$ cat config.mk
export PLATFORM = sky130hd
export DESIGN_NAME = pue_alpha_div
export DESIGN_NICKNAME = d
export VERILOG_FILES = /design/src/rtl/pue_pkg.sv /design/src/rtl/pue_alpha_div.sv
export SDC_FILE = /design/constraint.sdc
export NUM_CORES = 1
export LEC_CHECK = 0
export ABC_AREA = 1
export BUFFER_PORTS_ARGS = -buffer_cell sky130_fd_sc_hd__clkbuf_2
export CAP_MARGIN = 30
export CORE_MARGIN = 4
export CORE_UTILIZATION = 65
export CTS_BUF_LIST = sky130_fd_sc_hd__clkbuf_2
export CTS_CLUSTER_SIZE = 28
export DETAILED_ROUTE_END_ITERATION = 12
export PLACE_DENSITY_LB_ADDON = 0.2
export SETUP_SLACK_MARGIN = 0.2
export SYNTH_ARGS = -nofsm -noshare
export SYNTH_HDL_FRONTEND = slang
export SYNTH_SLANG_ARGS = --single-unit
$ cat constraint.sdc
create_clock -name aclk -period 12.4 [get_ports aclk]
set_input_delay 2.48 -clock aclk [delete_from_list [all_inputs] [get_ports aclk]]
set_output_delay 2.48 -clock aclk [all_outputs]
set_load 0.03 [all_outputs]
$ cat src/rtl/pue_pkg.sv
// Shared types, constants and table builders for the particle update engine.
package pue_pkg;

    localparam int NUM_PARTICLES_DEF = 1024;

    localparam int IDX_W     = 10;
    localparam int ELAPSED_W = 20;
    localparam int ANGLE_W   = 9;
    localparam int SPEED_W   = 6;
    localparam int LIFEMS_W  = 11;
    localparam int POS_W     = 24;
    localparam int VEL_W     = 16;
    localparam int LIFE_W    = 23;
    localparam int FULL_W    = 22;
    localparam int ALPHA_W   = 8;
    localparam int TRIG_W    = 32;
    localparam int ANGLES    = 360;

    localparam int S_TDATA_W  = 56;
    localparam int M_TDATA_W  = 72;
    localparam int CFG_IDX_W  = 2;
    localparam int CFG_DATA_W = 24;

    localparam logic [CFG_IDX_W-1:0] CFG_EMITTER_X = 2'd0;
    localparam logic [CFG_IDX_W-1:0] CFG_EMITTER_Y = 2'd1;
    localparam logic [CFG_IDX_W-1:0] CFG_FULL_LIFE = 2'd2;

    localparam logic [FULL_W-1:0] FULL_LIFE_RESET = 22'd3000000;

    localparam logic [16:0] STEP_RECIP = 17'd68719;
    localparam logic [19:0] STEP_DIV   = 20'd1000000;

    typedef struct packed {
        logic signed [VEL_W-1:0] vel_x;
        logic signed [VEL_W-1:0] vel_y;
        logic [LIFE_W-1:0]       life;
        logic signed [POS_W-1:0] pos_x;
        logic signed [POS_W-1:0] pos_y;
    } particle_t;

    typedef logic signed [TRIG_W-1:0] trig_tab_t [ANGLES];

    // Unsigned quotient by shift and subtract, used only while building tables.
    function automatic longint unsigned udiv64(input longint unsigned num,
                                               input longint unsigned den);
        longint unsigned q;
        longint unsigned r;
        q = '0;
        r = '0;
        for (int i = 63; i >= 0; i--) begin
            r = {r[62:0], num[i]};
            if (r >= den) begin
                r = r - den;
                q[i] = 1'b1;
            end
        end
        return q;
    endfunction

    // Signed value scaled down by 2^30 with truncation toward zero.
    function automatic longint q30_trunc(input longint v);
        longint m;
        m = (v < 0) ? -v : v;
        m = m >> 30;
        return (v < 0) ? -m : m;
    endfunction

    function automatic trig_tab_t build_trig_tab(input bit want_sin);
        trig_tab_t tab;
        longint unsigned x;
        longint unsigned t;
        longint c;
        longint s;
        longint c2;
        longint s2;
        for (int d = 0; d < ANGLES; d++) begin
            x = udiv64(longint'(d) * 314 * (64'd1 << 30) + 36000, 64'd72000);
            t = 64'd1 << 30;
            c = 64'sd1 << 30;
            s = 0;
            for (int k = 1; k <= 17; k++) begin
                t = udiv64(t * x, 64'(k) << 30);
                if ((k & 1) != 0) begin
                    if ((k & 2) != 0) s = s - longint'(t);
                    else s = s + longint'(t);
                end else begin
                    if ((k & 2) != 0) c = c - longint'(t);
                    else c = c + longint'(t);
                end
            end
            for (int n = 0; n < 2; n++) begin
                c2 = q30_trunc(c * c - s * s);
                s2 = q30_trunc(2 * s * c);
                c = c2;
                s = s2;
            end
            tab[d] = want_sin ? TRIG_W'(s) : TRIG_W'(c);
        end
        return tab;
    endfunction

endpackage

$ cat src/rtl/pue_alpha_div.sv
// Three-stage restoring divider giving saturated alpha from life over full life.
module pue_alpha_div
    import pue_pkg::*;
(
    input  logic               aclk,
    input  logic               en,
    input  logic [LIFE_W-1:0]  life_in,
    input  logic [FULL_W-1:0]  full_life,
    output logic [ALPHA_W-1:0] alpha
);

    logic [30:0] num;
    logic [30:0] rem_a;
    logic [30:0] rem_b;
    logic [30:0] rem_c;
    logic [2:0]  qa;
    logic [2:0]  qb;
    logic [2:0]  qc;
    logic [30:0] rem1_reg;
    logic [30:0] rem2_reg;
    logic [2:0]  q1_reg;
    logic [5:0]  q2_reg;
    logic [8:0]  q3_reg;

    assign num = {life_in, 8'b0} - 31'(life_in);

    always_comb begin
        rem_a = num;
        qa = '0;
        for (int i = 0; i < 3; i++) begin
            if (rem_a >= (31'(full_life) << (8 - i))) begin
                rem_a = rem_a - (31'(full_life) << (8 - i));
                qa[2 - i] = 1'b1;
            end
        end
        rem_b = rem1_reg;
        qb = '0;
        for (int i = 0; i < 3; i++) begin
            if (rem_b >= (31'(full_life) << (5 - i))) begin
                rem_b = rem_b - (31'(full_life) << (5 - i));
                qb[2 - i] = 1'b1;
            end
        end
        rem_c = rem2_reg;
        qc = '0;
        for (int i = 0; i < 3; i++) begin
            if (rem_c >= (31'(full_life) << (2 - i))) begin
                rem_c = rem_c - (31'(full_life) << (2 - i));
                qc[2 - i] = 1'b1;
            end
        end
    end

    always_ff @(posedge aclk) begin
        if (en) begin
            rem1_reg <= rem_a;
            q1_reg   <= qa;
            rem2_reg <= rem_b;
            q2_reg   <= {q1_reg, qb};
            q3_reg   <= {q2_reg, qc};
        end
    end

    assign alpha = q3_reg[8] ? 8'hFF : q3_reg[7:0];

endmodule

==> Word-level counts from Yosys, hierarchy flattened <==
Cells that the tools add are included.
{ "word_totals": {"reg_bits": 80, "input_bits": 47, "output_inout_bits": 8, "elab_cells": 41} }
{ "classes": {"n_addsub": 9, "magnitude_cmp": 9, "n_mux": 18} }
{ "ops": {"columns": ["cell", "count"], "rows": [
  ["$mux W31", 8],
  ["$sub A31 B23 Y31", 2],
  ["$ge A31 B22 Y1", 1],
  ["$ge A31 B23 Y1", 1],
  ["$ge A31 B24 Y1", 1],
  ["$ge A31 B25 Y1", 1],
  ["$ge A31 B26 Y1", 1],
  ["$ge A31 B27 Y1", 1],
  ["$ge A31 B28 Y1", 1],
  ["$ge A31 B29 Y1", 1],
  ["$ge A31 B30 Y1", 1],
  ["$sub A31 B24 Y31", 1],
  ["$sub A31 B25 Y31", 1],
  ["$sub A31 B26 Y31", 1],
  ["$sub A31 B27 Y31", 1],
  ["$sub A31 B28 Y31", 1],
  ["$sub A31 B29 Y31", 1],
  ["$sub A31 B30 Y31", 1],
  ["$mux W1", 9],
  ["$mux W8", 1]
]} }

==> Longest topological paths before layout <==
{ "logic_depth": {"ltp_word": 7, "mapped_depth": 59, "ltp_nobuf": 56} }

==> Least setup slack after synthesis <==
Ideal clock, no wire load.
{ "synth_timing": {"kind": "in2reg", "start": "input port life_in[9]", "end": "register rem1_reg[30], data pin", "setup_ps": 261, "arrival_ps": 9847, "required_time_ps": 12139, "slack_ps": 2292, "stages": 54, "n_path_buf": 4, "cell_sequence": "inv_1 ha_1 nand2_1 inv_1 nand3_1 or2_2 o21ai_1 a21oi_1 o21ai_0 nand2_1 nand2_1 xor2_1 inv_1 ha_1 nand2_1 nor2_1 nand2_1 nor3_1 (+18 left out) buf_2 nand3_1 o21ai_0 fa_1 nand3_1 nand2_1 a21oi_1 o21a_1 o21bai_1 a31oi_1 o21a_1 inv_1 nor2_1 nand2_1 nand2_1 nand2_1 inv_1 nor2_1"} }
{ "synth_between": {"elab_chain_len": 7} }
{ "synth_rtl": {"columns": ["item", "line_no", "rtl"], "rows": [
  ["from (decl)", "pue_alpha_div.sv:7", "input logic [LIFE_W-1:0] life_in,"],
  ["$sub A31 B23 Y31 *", "pue_alpha_div.sv:25", "assign num = {life_in, 8'b0} - 31'(life_in);"],
  ["$sub A31 B30 Y31 or $ge A31 B30 Y1 (tied branches)", "pue_alpha_div.sv:32, pue_alpha_div.sv:31", null],
  ["$mux W31 *", "pue_alpha_div.sv:31", "if (rem_a >= (31'(full_life) << (8 - i))) begin"],
  ["$sub A31 B29 Y31 or $ge A31 B29 Y1 (tied branches)", "pue_alpha_div.sv:32, pue_alpha_div.sv:31", null],
  ["$mux W31 *", "pue_alpha_div.sv:31", null],
  ["$sub A31 B28 Y31 or $ge A31 B28 Y1 (tied branches)", "pue_alpha_div.sv:32, pue_alpha_div.sv:31", null],
  ["$mux W31 *", "pue_alpha_div.sv:31", null],
  ["named net rem_a[30]", "pue_alpha_div.sv:13", "logic [30:0] rem_a;"],
  ["to (signal assigned)", "pue_alpha_div.sv:56", "rem1_reg <= rem_a;"],
  ["to (decl)", "pue_alpha_div.sv:19", "logic [30:0] rem1_reg;"]
]} }
The timed path passes the listed nets; every way through them passes the cells marked *.
A chain may end at the register's enable or synchronous reset.

==> Worst setup path after layout <==
{ "layout_timing": {"start": "input port life_in[9]", "end": "register rem1_reg[7], data pin"} }
{ "layout_between": {"elab_chain_len": 7} }
{ "layout_rtl": {"columns": ["item", "line_no"], "rows": [
  ["$sub A31 B23 Y31 *", "pue_alpha_div.sv:25"],
  ["$ge A31 B30 Y1 or $sub A31 B30 Y31 (tied branches)", "pue_alpha_div.sv:31, pue_alpha_div.sv:32"],
  ["$mux W31 *", "pue_alpha_div.sv:31"],
  ["$sub A31 B29 Y31 or $ge A31 B29 Y1 (tied branches)", "pue_alpha_div.sv:32, pue_alpha_div.sv:31"],
  ["$mux W31 *", "pue_alpha_div.sv:31"],
  ["$sub A31 B28 Y31 or $ge A31 B28 Y1 (tied branches)", "pue_alpha_div.sv:32, pue_alpha_div.sv:31"],
  ["$mux W31 *", "pue_alpha_div.sv:31"],
  ["named net rem_a[7]", "pue_alpha_div.sv:13"]
]} }
Marked as above.

==> qor.csv <==
metric,value,unit
area_occupied_by_registers,2400,um2
grt_antenna_before_repair,1,
ys_seq_elements,80,
totalNegativeSetupSlack,0,ns
drt-total-wl,61.4,mm
detail_route.first_pass.iterations,7,
sequential_to_total_area_share_from_yosys_stat,13.8,%
replace_congestion,1.10,
timing.final.max_slew_violations,0,
dieArea,29400,um2
achievable-frequency,89.3,MHz
fin_ws,1.20,ns
cts_max_path_buffers,2,
detail-route-antenna-nets,0,
port_buffer_count,54,
fp-row-count,59,
ctsRootBufferMaster,clkbuf_2,
core_area,26200,um2
yosysMostFrequentCell,nand2_1,
multi_input_comb_area,13300,um2
syn_nets,3121,
num-nets-final,3174,
slew-limit-headroom,46.1,%
endpoint_kind,register,
gr-total-overflow,0,
fillers,2428,
hold_path.class,reg2reg,
layout-area-overhead-vs-synth,5.06,%
io_pins,55,
netlist_top_cells_area,"nand2_1 18%, ha_1 15%, edfxtp_1 14%",
globalRouteTotalUtil,41.0,%
grt_pass1_wl,95.4,mm
postPlaceCellArea,18100,um2
finish.instance_area,18300,um2
tritoncts.num_buffers,9,
grt_start_max_net_pins,81,
initial_core_util,66.3,%
synth_enable_flop_cells,80,
start_kind,primary input,
fp.dieH,171,um
drc,0,
worst-setup-path-type,in2reg,
cts-htree-levels,3,
vias_in_the_first_global_route,18841,
max_cap_viol_count,0,
synth_top_cell_by_area,nand2_1,
cts_tree,done,
critical-path-max-stage-delay,0.42,ns
rsz0062_at_grt,false,
post_drt_wl_per_cell,18.9,um
synth_commonest_cells,"832 x nand2_1, 374 x inv_1, 242 x nor2_1",
chipWidth,171,um
post_cts.resized_instances,0,
via_count,20016,
critical_path_required,12.85,ns
setup_violations,0,
run_status,"finished, final reports clean",
worst-path-max-fanout,30,
layout_min_cycle_time,11.20,ns
postCtsSetupBuffers,0,
clk_pin_slew_worst_paths,0.31,ns
final_min_period_over_clock_period,90.3,%
initialDrtViolationCount,2022,
cp.arrival,11.65,ns
hold_fails_final_rpt,0,
cells_after_synthesis,2851,
slowest_stage,ha_1,
cts_hold_buf,0,
synth_cell_type_count,52,
synth_async_sr_flop_share,0,%
skew_pair_late_insertion_delay,0.65,ns
layout-drive-gt1-share,5.19,%
worst-slew-pin-transition,0.807,ns
synthFlopType,edfxtp_1,
dp_hpwl,50.0,mm
avg_vias_per_cell,6.17,
netlist_area,17400,um2
syn_avg_cell_area,6.09,um2
path_common_cell,nand2_1,
timing.clock.skew,0.0830,ns
cts_sinks,80,
yosysWarningCount,0,
yosys.area.top_type_share,18.0,%
preCtsSetupSlack,0.432,ns
-- path summary, 6_finish.rpt --
check | startpoint | end | slack [ns] | cells after the start
hold / removal | q2_reg[2] | q3_reg[5] | 0.41 | 0
setup reg to reg | rem1_reg[26] | rem2_reg[9] | 3.92 | 35
setup / recovery | life_in[9] | rem1_reg[7] | 1.20 | 51
hold reg to reg | q2_reg[2] | q3_reg[5] | 0.41 | 0
-- area by class of cell --
class | instances | area share, %
clock inverters | 6 | 0.507
flip-flops and latches | 80 | 13.2
repair buffers | 86 | 2.92
inverters | 380 | 7.81
diodes | 1 | 0.0137
multi-input cells | 2347 | 73.0
well taps | 335 | 2.30
clock buffers | 10 | 0.274
-- metrics by stage --
stage          utilization, %  hold WS, ns  instances
4_1_cts                  69.5        0.425       3243
6_report                 69.7        0.414       3245
2_1_floorplan               -        0.400       2851
3_5_place_dp             69.0        0.405       3227
5_1_grt                  69.7        0.442       3245
3_3_place_gp             69.0        0.400       3227
-- logic make-up (layout without fill, tap and decap cells) --
kind of cell / after synthesis / after routing / share of synthesized area [%]
fa+ha+maj: 223 / 223 / 16.4
other cells: 0 / 1 / 0
flops: 80 / 80 / 13.8
simple gates: 1405 / 1405 / 34.4
compound gates: 537 / 537 / 16.7
buf+inv: 424 / 482 / 9.49
xor+xnor: 182 / 182 / 9.17
-- cells in the final DEF (no fill, tap or decap), types with 2 or more instances in the layout --
cell type   count
and3_1          3
o21ai_0       206
or2_2          17
o221ai_1        2
nor4_1         18
nor3_1         24
nand3_1       159
clkbuf_2       63
bufinv_16       2
inv_1         374
nand3b_1        9
a221oi_1        3
nand3_2        10
nor4b_1         2
xor2_1         93
fa_1            8
o21ai_1         9
edfxtp_1       80
nand2_1       832
nand4_1        71
nor2_4          5
ha_1          215
xnor2_1        89
clkinvlp_4      2
a21boi_0        4
o31ai_1         3
nor2_1        242
nand2_2         6
a21o_1         12
o21a_1          9
a31oi_1        14
buf_4          32
a21oi_1       232
o21bai_1       19
inv_2           5
a211oi_1        7
o211ai_1       10
-- routing by layer --
layer,vias to the layer above,GRT usage [%],wire length (um)
li1,9625,-,-
met1,8945,46.6,22400
met2,1109,66.8,27100
met3,337,9.84,6030
met4,0,30.9,5820
met5,-,0,0
-- worst max-delay path: cells and delay by family --
| family | cells | cell delay [ns] |
|---|---|---|
| compound gates | 10 | 2.16 |
| xor+xnor | 2 | 0.49 |
| fa+ha+maj | 4 | 1.46 |
| buf+inv | 8 | 1.17 |
| simple gates | 27 | 3.85 |
Power is not shown: default switching activity piles up to over one toggle a cycle in this logic, so the estimate is an artifact.
